<file path="config.mk">
export PLATFORM = sky130hd
export DESIGN_NAME = pixel_dither_threshold_bayer_fs
export DESIGN_NICKNAME = d
export VERILOG_FILES = /design/src/hdl/pdtb_pkg.sv /design/src/hdl/pixel_dither_threshold_bayer_fs.sv /design/src/hdl/pdtb_front.sv /design/src/hdl/pdtb_queue.sv /design/src/hdl/pdtb_back.sv
export VERILOG_INCLUDE_DIRS = /design/src /design/src/hdl
export SDC_FILE = /design/constraint.sdc
export NUM_CORES = 2
export LEC_CHECK = 0
export BUFFER_PORTS_ARGS = -buffer_cell sky130_fd_sc_hd__buf_2
export CAP_MARGIN = 10
export CORE_ASPECT_RATIO = 1.75
export CORE_UTILIZATION = 40
export DETAILED_ROUTE_END_ITERATION = 7
export GPL_ROUTABILITY_DRIVEN = 0
export PLACE_DENSITY = 0.56
export SYNTH_ARGS = -nofsm -noshare
export SYNTH_HDL_FRONTEND = slang
export SYNTH_SLANG_ARGS = --single-unit
</file>
<file path="constraint.sdc">
create_clock -name clk -period 19.3 [get_ports clk]
set_input_delay 0.965 -clock clk [delete_from_list [all_inputs] [get_ports clk]]
set_output_delay 0.965 -clock clk [all_outputs]
set_load 0.02 [all_outputs]
</file>
<file path="src/hdl/pixel_dither_threshold_bayer_fs_macros.svh">
// Assertion helpers shared by the ditherer modules.
`ifndef PIXEL_DITHER_THRESHOLD_BAYER_FS_MACROS_SVH
`define PIXEL_DITHER_THRESHOLD_BAYER_FS_MACROS_SVH

// Consequent checked at the same edge as the antecedent.
`define PDTB_ASSERT_NOW(label, clk_s, rstn_s, ante, cons) \
	label: assert property (@(posedge clk_s) disable iff (!rstn_s) (ante) |-> (cons)) \
	else $error("pdtb check failed");

// Consequent checked at the edge after the antecedent.
`define PDTB_ASSERT_NEXT(label, clk_s, rstn_s, ante, cons) \
	label: assert property (@(posedge clk_s) disable iff (!rstn_s) (ante) |=> (cons)) \
	else $error("pdtb check failed");

`endif

</file>
<file path="src/hdl/pdtb_pkg.sv">
`default_nettype none
package pdtb_pkg;

	localparam int MAX_COLUMNS = 128;
	localparam int MAX_ROWS = 128;
	localparam int ERROR_WIDTH = 16;

	localparam int COL_W = $clog2(MAX_COLUMNS);
	localparam int CNT_W = $clog2(MAX_COLUMNS + 1);
	localparam int ROW_W = $clog2(MAX_ROWS);
	localparam int RCNT_W = $clog2(MAX_ROWS + 1);

	localparam int PIX_W = 14;
	localparam int SH_W = ERROR_WIDTH + 2;
	localparam int SUM_W = ERROR_WIDTH + 3;
	localparam int V_W = ERROR_WIDTH + 3;
	localparam int P_W = V_W + 3;

	localparam int QUEUE_DEPTH = 4;
	localparam int QPTR_W = $clog2(QUEUE_DEPTH);
	localparam int QCNT_W = $clog2(QUEUE_DEPTH + 1);

	localparam logic signed [V_W-1:0] FLOYD_HALF = V_W'(2048);
	localparam logic signed [V_W-1:0] FLOYD_FULL = V_W'(4096);

	localparam logic [1:0] MODE_PLAIN = 2'd0;
	localparam logic [1:0] MODE_BAYER = 2'd1;
	localparam logic [1:0] MODE_FLOYD = 2'd2;

	localparam logic [1:0] REG_COLUMNS = 2'd0;
	localparam logic [1:0] REG_ROWS = 2'd1;
	localparam logic [1:0] REG_MODE = 2'd2;
	localparam logic [1:0] REG_THRESHOLD = 2'd3;

	localparam logic [63:0] BAYER_TAB = 64'h5D7F_91B3_6E4C_A280;

	typedef struct packed {
		logic [7:0] grid_columns;
		logic [7:0] grid_rows;
		logic [1:0] dither_mode;
		logic [7:0] level_threshold;
	} cfg_t;

	typedef struct packed {
		logic floyd;
		logic first;
		logic row_zero;
		logic simple_dot;
		logic frame_end;
		logic [COL_W-1:0] col;
		logic [6:0] row_out;
		logic signed [PIX_W-1:0] pix_term;
	} item_t;

	function automatic logic signed [ERROR_WIDTH-1:0] sat_err(
		input logic signed [SUM_W-1:0] s
	);
		logic signed [ERROR_WIDTH-1:0] hi;
		logic signed [ERROR_WIDTH-1:0] lo;
		logic signed [ERROR_WIDTH-1:0] r;
		hi = {1'b0, {(ERROR_WIDTH - 1){1'b1}}};
		lo = {1'b1, {(ERROR_WIDTH - 1){1'b0}}};
		if (s > SUM_W'(hi)) begin
			r = hi;
		end else if (s < SUM_W'(lo)) begin
			r = lo;
		end else begin
			r = ERROR_WIDTH'(s);
		end
		return r;
	endfunction

endpackage
`default_nettype wire

</file>
<file path="src/hdl/pixel_dither_threshold_bayer_fs.sv">
// Pixel ditherer: one 8-bit luma pixel in, one dot bit out with its column, row and an
// end-of-frame mark, in plain threshold, 4x4 ordered or serpentine error-diffusion mode.
// A pixel is taken every cycle while pixel_stall is low; its dot passes the queue, stage 1
// and the output register. The front counts columns and rows and classifies each pixel
// into a four-entry queue; the back runs the error-row read-modify-write against a one-row
// memory of MAX_COLUMNS entries, forwarding the running column errors from pixel to pixel, and
// that loop sets the rate of one pixel per cycle when dot_stall is low. The row memory needs no
// clearing pass. Any configuration write restarts the frame at row 0, column 0.
`default_nettype none
module pixel_dither_threshold_bayer_fs (
	input  wire logic       clk,
	input  wire logic       arst_n,
	input  wire logic       cfg_write,
	input  wire logic [1:0] cfg_index,
	input  wire logic [7:0] cfg_data,
	input  wire logic       pixel_valid,
	output logic            pixel_stall,
	input  wire logic [7:0] luma,
	output logic            dot_valid,
	input  wire logic       dot_stall,
	output logic            dot_bit,
	output logic [6:0]      dot_column,
	output logic [6:0]      dot_row,
	output logic            frame_end
);
	import pdtb_pkg::*;

	cfg_t cfg_q;
	logic push;
	item_t push_item;
	logic full;
	logic pop;
	item_t head;
	logic nonempty;

	always_ff @(posedge clk or negedge arst_n) begin
		if (!arst_n) begin
			cfg_q.grid_columns <= 8'd16;
			cfg_q.grid_rows <= 8'd16;
			cfg_q.dither_mode <= MODE_PLAIN;
			cfg_q.level_threshold <= 8'd128;
		end else if (cfg_write) begin
			unique case (cfg_index)
				REG_COLUMNS: cfg_q.grid_columns <= cfg_data;
				REG_ROWS: cfg_q.grid_rows <= cfg_data;
				REG_MODE: cfg_q.dither_mode <= cfg_data[1:0];
				REG_THRESHOLD: cfg_q.level_threshold <= cfg_data;
			endcase
		end
	end

	pdtb_front u_front (
		.clk         (clk),
		.arst_n      (arst_n),
		.cfg         (cfg_q),
		.restart     (cfg_write),
		.luma        (luma),
		.pixel_valid (pixel_valid),
		.pixel_stall (pixel_stall),
		.push        (push),
		.push_item   (push_item),
		.full        (full)
	);

	pdtb_queue u_queue (
		.clk       (clk),
		.arst_n    (arst_n),
		.push      (push),
		.push_item (push_item),
		.full      (full),
		.pop       (pop),
		.head      (head),
		.nonempty  (nonempty)
	);

	pdtb_back u_back (
		.clk        (clk),
		.arst_n     (arst_n),
		.head       (head),
		.nonempty   (nonempty),
		.pop        (pop),
		.dot_valid  (dot_valid),
		.dot_stall  (dot_stall),
		.dot_bit    (dot_bit),
		.dot_column (dot_column),
		.dot_row    (dot_row),
		.frame_end  (frame_end)
	);

endmodule
`default_nettype wire

</file>
<file path="src/hdl/pdtb_front.sv">
`default_nettype none
module pdtb_front (
	input  wire logic           clk,
	input  wire logic           arst_n,
	input  wire pdtb_pkg::cfg_t cfg,
	input  wire logic           restart,
	input  wire logic [7:0]     luma,
	input  wire logic           pixel_valid,
	output logic                pixel_stall,
	output logic                push,
	output pdtb_pkg::item_t     push_item,
	input  wire logic           full
);
	import pdtb_pkg::*;

	logic [COL_W-1:0] k_q;
	logic [ROW_W-1:0] r_q;
	logic [CNT_W-1:0] ncol;
	logic [RCNT_W-1:0] nrow;
	logic last_in_row;
	logic last_row;
	logic floyd;
	logic bayer;
	logic [3:0] bval;
	logic signed [10:0] bayer_lim;
	logic simple_dot;
	logic [COL_W-1:0] col;

	assign pixel_stall = full;
	assign push = pixel_valid && !full;

	always_comb begin
		if (cfg.grid_columns == 8'd0) begin
			ncol = CNT_W'(1);
		end else if (32'(cfg.grid_columns) > 32'(MAX_COLUMNS)) begin
			ncol = CNT_W'(MAX_COLUMNS);
		end else begin
			ncol = CNT_W'(cfg.grid_columns);
		end
		if (cfg.grid_rows == 8'd0) begin
			nrow = RCNT_W'(1);
		end else if (32'(cfg.grid_rows) > 32'(MAX_ROWS)) begin
			nrow = RCNT_W'(MAX_ROWS);
		end else begin
			nrow = RCNT_W'(cfg.grid_rows);
		end
	end

	always_comb begin
		last_in_row = (CNT_W'(k_q) + CNT_W'(1)) == ncol;
		last_row = (RCNT_W'(r_q) + RCNT_W'(1)) == nrow;
		floyd = cfg.dither_mode == MODE_FLOYD;
		bayer = cfg.dither_mode == MODE_BAYER;
		bval = BAYER_TAB[{r_q[1:0], k_q[1:0], 2'b00} +: 4];
		bayer_lim = $signed({3'b000, cfg.level_threshold}) + $signed({3'b000, bval, 4'b0000})
			- 11'sd120;
		if (bayer) begin
			simple_dot = $signed({3'b000, luma}) >= bayer_lim;
		end else begin
			simple_dot = luma >= cfg.level_threshold;
		end
		if (floyd && r_q[0]) begin
			col = COL_W'(ncol - CNT_W'(1) - CNT_W'(k_q));
		end else begin
			col = k_q;
		end
	end

	always_comb begin
		push_item.floyd = floyd;
		push_item.first = k_q == '0;
		push_item.row_zero = r_q == '0;
		push_item.simple_dot = simple_dot;
		push_item.frame_end = last_in_row && last_row;
		push_item.col = col;
		push_item.row_out = 7'(r_q);
		push_item.pix_term = $signed({2'b00, luma, 4'b0000}) + 14'sd2048
			- $signed({2'b00, cfg.level_threshold, 4'b0000});
	end

	always_ff @(posedge clk or negedge arst_n) begin
		if (!arst_n) begin
			k_q <= '0;
			r_q <= '0;
		end else if (restart) begin
			k_q <= '0;
			r_q <= '0;
		end else if (push) begin
			if (last_in_row) begin
				k_q <= '0;
				r_q <= last_row ? '0 : r_q + ROW_W'(1);
			end else begin
				k_q <= k_q + COL_W'(1);
			end
		end
	end

endmodule
`default_nettype wire

</file>
<file path="src/hdl/pdtb_queue.sv">
`default_nettype none
`include "pixel_dither_threshold_bayer_fs_macros.svh"
module pdtb_queue (
	input  wire logic            clk,
	input  wire logic            arst_n,
	input  wire logic            push,
	input  wire pdtb_pkg::item_t push_item,
	output logic                 full,
	input  wire logic            pop,
	output pdtb_pkg::item_t      head,
	output logic                 nonempty
);
	import pdtb_pkg::*;

	item_t entries_q [QUEUE_DEPTH];
	logic [QPTR_W-1:0] wr_ptr_q;
	logic [QPTR_W-1:0] rd_ptr_q;
	logic [QCNT_W-1:0] count_q;

	assign full = count_q == QCNT_W'(QUEUE_DEPTH);
	assign nonempty = count_q != '0;
	assign head = entries_q[rd_ptr_q];

	always_ff @(posedge clk) begin
		if (push) begin
			entries_q[wr_ptr_q] <= push_item;
		end
	end

	always_ff @(posedge clk or negedge arst_n) begin
		if (!arst_n) begin
			wr_ptr_q <= '0;
			rd_ptr_q <= '0;
			count_q <= '0;
		end else begin
			if (push) begin
				wr_ptr_q <= wr_ptr_q + QPTR_W'(1);
			end
			if (pop) begin
				rd_ptr_q <= rd_ptr_q + QPTR_W'(1);
			end
			if (push && !pop) begin
				count_q <= count_q + QCNT_W'(1);
			end else if (pop && !push) begin
				count_q <= count_q - QCNT_W'(1);
			end
		end
	end

	`PDTB_ASSERT_NOW(a_push_has_room, clk, arst_n, push, !full)
	`PDTB_ASSERT_NEXT(a_fill_counts, clk, arst_n, push && !pop,
		count_q == $past(count_q) + QCNT_W'(1))

endmodule
`default_nettype wire

</file>
<file path="src/hdl/pdtb_back.sv">
`default_nettype none
`include "pixel_dither_threshold_bayer_fs_macros.svh"
module pdtb_back (
	input  wire logic            clk,
	input  wire logic            arst_n,
	input  wire pdtb_pkg::item_t head,
	input  wire logic            nonempty,
	output logic                 pop,
	output logic                 dot_valid,
	input  wire logic            dot_stall,
	output logic                 dot_bit,
	output logic [6:0]           dot_column,
	output logic [6:0]           dot_row,
	output logic                 frame_end
);
	import pdtb_pkg::*;

	logic signed [ERROR_WIDTH-1:0] err_mem [MAX_COLUMNS];

	item_t item_s1;
	logic valid_s1;
	logic signed [ERROR_WIDTH-1:0] rd_s1;

	logic signed [SH_W-1:0] carry_q;
	logic signed [ERROR_WIDTH-1:0] accp_q;
	logic signed [ERROR_WIDTH-1:0] accc_q;
	logic [COL_W-1:0] prevcol_q;

	logic out_valid_q;
	logic dot_bit_q;
	logic [6:0] dot_column_q;
	logic [6:0] dot_row_q;
	logic frame_end_q;

	logic adv;
	logic mem_we;
	logic signed [ERROR_WIDTH-1:0] base;
	logic signed [ERROR_WIDTH-1:0] this_val;
	logic signed [ERROR_WIDTH-1:0] accc_eff;
	logic signed [V_W-1:0] v;
	logic dot_f;
	logic signed [V_W-1:0] err;
	logic signed [P_W-1:0] err_x;
	logic signed [P_W-1:0] e7;
	logic signed [P_W-1:0] e5;
	logic signed [P_W-1:0] e3;
	logic signed [SH_W-1:0] s7;
	logic signed [SH_W-1:0] s5;
	logic signed [SH_W-1:0] s3;
	logic signed [SH_W-1:0] s1;
	logic signed [ERROR_WIDTH-1:0] final_prev;
	logic signed [ERROR_WIDTH-1:0] new_accp;
	logic signed [ERROR_WIDTH-1:0] new_accc;

	assign adv = valid_s1 && (!out_valid_q || !dot_stall);
	assign pop = nonempty && (!valid_s1 || adv);
	assign mem_we = adv && item_s1.floyd && !item_s1.first;

	always_comb begin
		if (item_s1.row_zero) begin
			base = '0;
		end else if (item_s1.first) begin
			base = accp_q;
		end else begin
			base = rd_s1;
		end
		if (item_s1.first) begin
			this_val = base;
			accc_eff = '0;
		end else begin
			this_val = sat_err(SUM_W'(base) + SUM_W'(carry_q));
			accc_eff = accc_q;
		end
		v = V_W'($signed(item_s1.pix_term)) + V_W'(this_val);
		dot_f = v >= FLOYD_HALF;
		err = dot_f ? v - FLOYD_FULL : v;
		err_x = P_W'(err);
		e7 = (err_x <<< 3) - err_x;
		e5 = (err_x <<< 2) + err_x;
		e3 = (err_x <<< 1) + err_x;
		s7 = SH_W'(e7 >>> 4);
		s5 = SH_W'(e5 >>> 4);
		s3 = SH_W'(e3 >>> 4);
		s1 = SH_W'(err >>> 4);
		final_prev = sat_err(SUM_W'(accp_q) + SUM_W'(s3));
		new_accp = sat_err(SUM_W'(accc_eff) + SUM_W'(s5));
		new_accc = sat_err(SUM_W'(s1));
	end

	always_ff @(posedge clk) begin
		if (mem_we) begin
			err_mem[prevcol_q] <= final_prev;
		end
		if (pop) begin
			rd_s1 <= err_mem[head.col];
			item_s1 <= head;
		end
		if (adv) begin
			carry_q <= s7;
			accp_q <= new_accp;
			accc_q <= new_accc;
			prevcol_q <= item_s1.col;
			dot_bit_q <= item_s1.floyd ? dot_f : item_s1.simple_dot;
			dot_column_q <= 7'(item_s1.col);
			dot_row_q <= item_s1.row_out;
			frame_end_q <= item_s1.frame_end;
		end
	end

	always_ff @(posedge clk or negedge arst_n) begin
		if (!arst_n) begin
			valid_s1 <= 1'b0;
			out_valid_q <= 1'b0;
		end else begin
			if (pop) begin
				valid_s1 <= 1'b1;
			end else if (adv) begin
				valid_s1 <= 1'b0;
			end
			if (adv) begin
				out_valid_q <= 1'b1;
			end else if (!dot_stall) begin
				out_valid_q <= 1'b0;
			end
		end
	end

	assign dot_valid = out_valid_q;
	assign dot_bit = dot_bit_q;
	assign dot_column = dot_column_q;
	assign dot_row = dot_row_q;
	assign frame_end = frame_end_q;

	`PDTB_ASSERT_NEXT(a_pop_loads_stage, clk, arst_n, pop, valid_s1)
	`PDTB_ASSERT_NEXT(a_stage_holds, clk, arst_n, valid_s1 && !adv,
		valid_s1 && $stable(item_s1.col))
	`PDTB_ASSERT_NOW(a_no_row_collision, clk, arst_n,
		pop && mem_we && head.floyd && !head.first, head.col != prevcol_q)

endmodule
`default_nettype wire
</file>
==> flow_summary.ini <==
[status]
outcome = complete, no violations

[clock_network]
tritoncts = yes
htree_levels = 4
clockRootBuffer = clkbuf_16
cts_made_buffers = 209
clock_latency_ps = 870
clkTransAtPathRegs_ps = 70
hold_buffers = 0
post_cts_resized = 0
cts_sinks = 2324
postCtsSetupBuffers = 0
clockBufferDepth = 4

[sta]
clock_skew_ps = 39.4
rsz0062_at_grt = false
fin_tns_setup_ps = 0
post-route-min-period_ps = 13710
fmax_mhz = 72.9
relSlewSlack_pct = 23.6
finalCritPeriodShare_pct = 71.0
finalHoldViolations = 0
whs_ps = 227
worst_pin_slew_ps = 1130
setup_viol = 0
drv_slew = 0

[setup_path]
rr_endpoint = u_back.err_mem[38][12]$_DFFE_PP_
path_buf_inv = 4
crit_start = u_back.item_s1[31]$_DFFE_PP_
crit_type = flop to flop
reg2reg_slack_ps = 5590
cp_slowest_stage_delay_ps = 910
crit_path_end = u_back.err_mem[38][12]$_DFFE_PP_
startpoint_type = flop
r2r-start = u_back.item_s1[31]$_DFFE_PP_
cp-end-kind = flop
worstPathRequired_ps = 19810
cpMaxStageDelayCell = a21oi_4
cpMostUsedCell = ha_1
reg2reg_depth = 47
cpLargestDelayFamily = compound AO/OA/AOI/OAI gates
worstPathArrival_ps = 14220
cp_num_cells = 47
crit_fanout = 84

[logic_synthesis]
yosys_most_used_dff = edfxtp_1
synth_most_common_cell = edfxtp_1
netlist_area_sq_um = 95900
synth_area_leader_cell = edfxtp_1
synth_top_area_share_pct = 71.2
yosysUniqueCellTypes = 100
ys_seq_area_share_pct = 72.5
synth_edf_count = 2275
yosysWarnings = 0
synthTopCellsByCount = 2275 x edfxtp_1, 669 x mux4_2, 253 x nor2_1
synth-async-reset-ratio_pct = 2.11
ys_seq_elements = 2324
postSynthNetCount = 4937
synthesis.instances = 4760
netlist_top_cells_area = edfxtp_1 71%, mux4_2 16%, ha_1 1.9%
synth.avg_cell_area_sq_um = 20.2

[detailed_routing]
wl_met2_um = 144000
wl_per_cell_um = 31.7
drc = 0
drt-met1-wl_um = 94100
route.vias.total = 47500
detail_route.vias_per_cell = 5.74
drt_iter0_drc = 4085
dr_wl_met3_um = 11000
highest_layer = met4
drt_wl_total_um = 262000
dr.pass1.iters = 7
drtAntennaViolNets = 0

[cells_and_area]
layout-drive-gt1-share_pct = 26.1
final_nets = 5191
area_delta_synth_final_pct = 12.2
nFillCells = 20100

[place]
port_buffers = 40
hpwl_um = 163000

[flow_run]
maxCapViolCount = 0

[global_route]
grt_usage_pct = 21.7
antenna_found_initial = 4
first_global_vias = 50100
grt_overflow = 0
grt_first_pass_wirelength_um = 371000
grt_max_degree = 123

[floorplanning]
fp.coreArea_sq_um = 238000
io_pins = 41
row_count = 237
start_util_pct = 40.3
die_h_um = 650
die_x_um = 372
die-area_sq_um = 242000

[hold_path]
holdCritPathClass = input pin to asynchronous set/reset pin
## logic make-up (layout without fill, tap and decap cells)
logic type / count (synthesis) / after routing / synth area share, %
xor gates and xnor gates: 133 / 133 / 1.21
other: 0 / 3 / 0
buffers and inverters: 330 / 741 / 1.31
adders and majority gates: 160 / 160 / 2.14
DFF: 2324 / 2324 / 72.5
muxes: 779 / 779 / 17.0
AOI/OAI and AO/OA: 443 / 443 / 3.05
and+or+nand+nor: 591 / 591 / 2.82
## how the worst min path moves through the flow
stage                            startpoint                             to  cells past startpoint
3_5_place_dp   u_back.item_s1[15]$_DFFE_PP_    u_back.dot_row[1]$_DFFE_PP_                      0
4_1_cts                              arst_n          cfg_q[12]$_DFFE_PN0P_                      2
6_report                             arst_n          cfg_q[12]$_DFFE_PN0P_                      2
5_1_grt                              arst_n          cfg_q[18]$_DFFE_PN0P_                      2
3_3_place_gp   u_back.item_s1[25]$_DFFE_PP_  u_back.prevcol_q[4]$_DFFE_PP_                      0
2_1_floorplan  u_back.item_s1[14]$_DFFE_PP_    u_back.dot_row[0]$_DFFE_PP_                      0
## registers in the layout, indices dropped and copies added, names as in the netlist, 2 cells and up
| register | count |
|---|---|
| cfg_q | 26 |
| u_front.k_q | 7 |
| u_back.dot_row | 7 |
| u_back.carry_q | 18 |
| u_queue.entries_q | 116 |
| u_back.rd_s1 | 16 |
| u_back.err_mem | 2048 |
| u_front.r_q | 7 |
| u_back.item_s1 | 29 |
| u_queue.wr_ptr_q | 2 |
| u_back.accc_q | 16 |
| u_queue.rd_ptr_q | 2 |
| u_back.prevcol_q | 7 |
| u_queue.count_q | 3 |
| u_back.accp_q | 16 |
## routing by layer
layer	up-vias	track usage [%]
met4	0	10.0
met1	25800	24.9
met5	-	0
met3	450	2.45
li1	20000	-
met2	1280	40.1
## per-stage QoR
| stage | setup WS (ps) | instances | area (sq um) | util [%] |
|---|---|---|---|---|
| floorplan | 5710 | 4760 | 95900 | - |
| global placement | 6060 | 7908 | 101000 | 42.4 |
| detailed placement | 5720 | 7908 | 101000 | 42.4 |
| CTS | 5670 | 8276 | 108000 | 45.2 |
| global route | 4660 | 8280 | 108000 | 45.2 |
| finish | 5590 | 8281 | 108000 | 45.2 |
## cell type report
cell class / count / area (sq um) / area share, %
sequential: 2324 / 69500 / 64.6
multi-input combinational: 2106 / 25300 / 23.5
clock buffer: 250 / 5480 / 5.09
tap: 3107 / 3890 / 3.61
timing repair buffer: 251 / 1880 / 1.75
clock inverter: 118 / 1010 / 0.936
inverter: 122 / 459 / 0.427
antenna: 3 / 7.51 / 0.00698
## worst register-to-register path, delay by kind of cell (launching register included)
kind            cells  cell delay [ps]
compound gates     22             6370
fa+ha+maj           7             2240
buf+inv             4             1540
simple gates       10             1540
xor+xnor            3              830
flops               1              330
mux                 1              320
## placed cells by master, fill, tap and decap left out, drive strengths merged, types with 22 or more instances in the layout
cell,count
xor2,36
nor2,254
nor2b,46
nor3,22
buf,251
inv,125
clkbuf,250
edfxtp,2275
o21ai,118
a21o,43
mux2i,47
a21oi,113
nand3,39
o211ai,29
nand2,138
mux4,669
mux2,63
xnor2,97
dfrtp,46
ha,146
clkinv,93
Power is left out: the tool's default activity adds up to more than one toggle a clock period on the data nets, which glitch-free logic cannot reach.
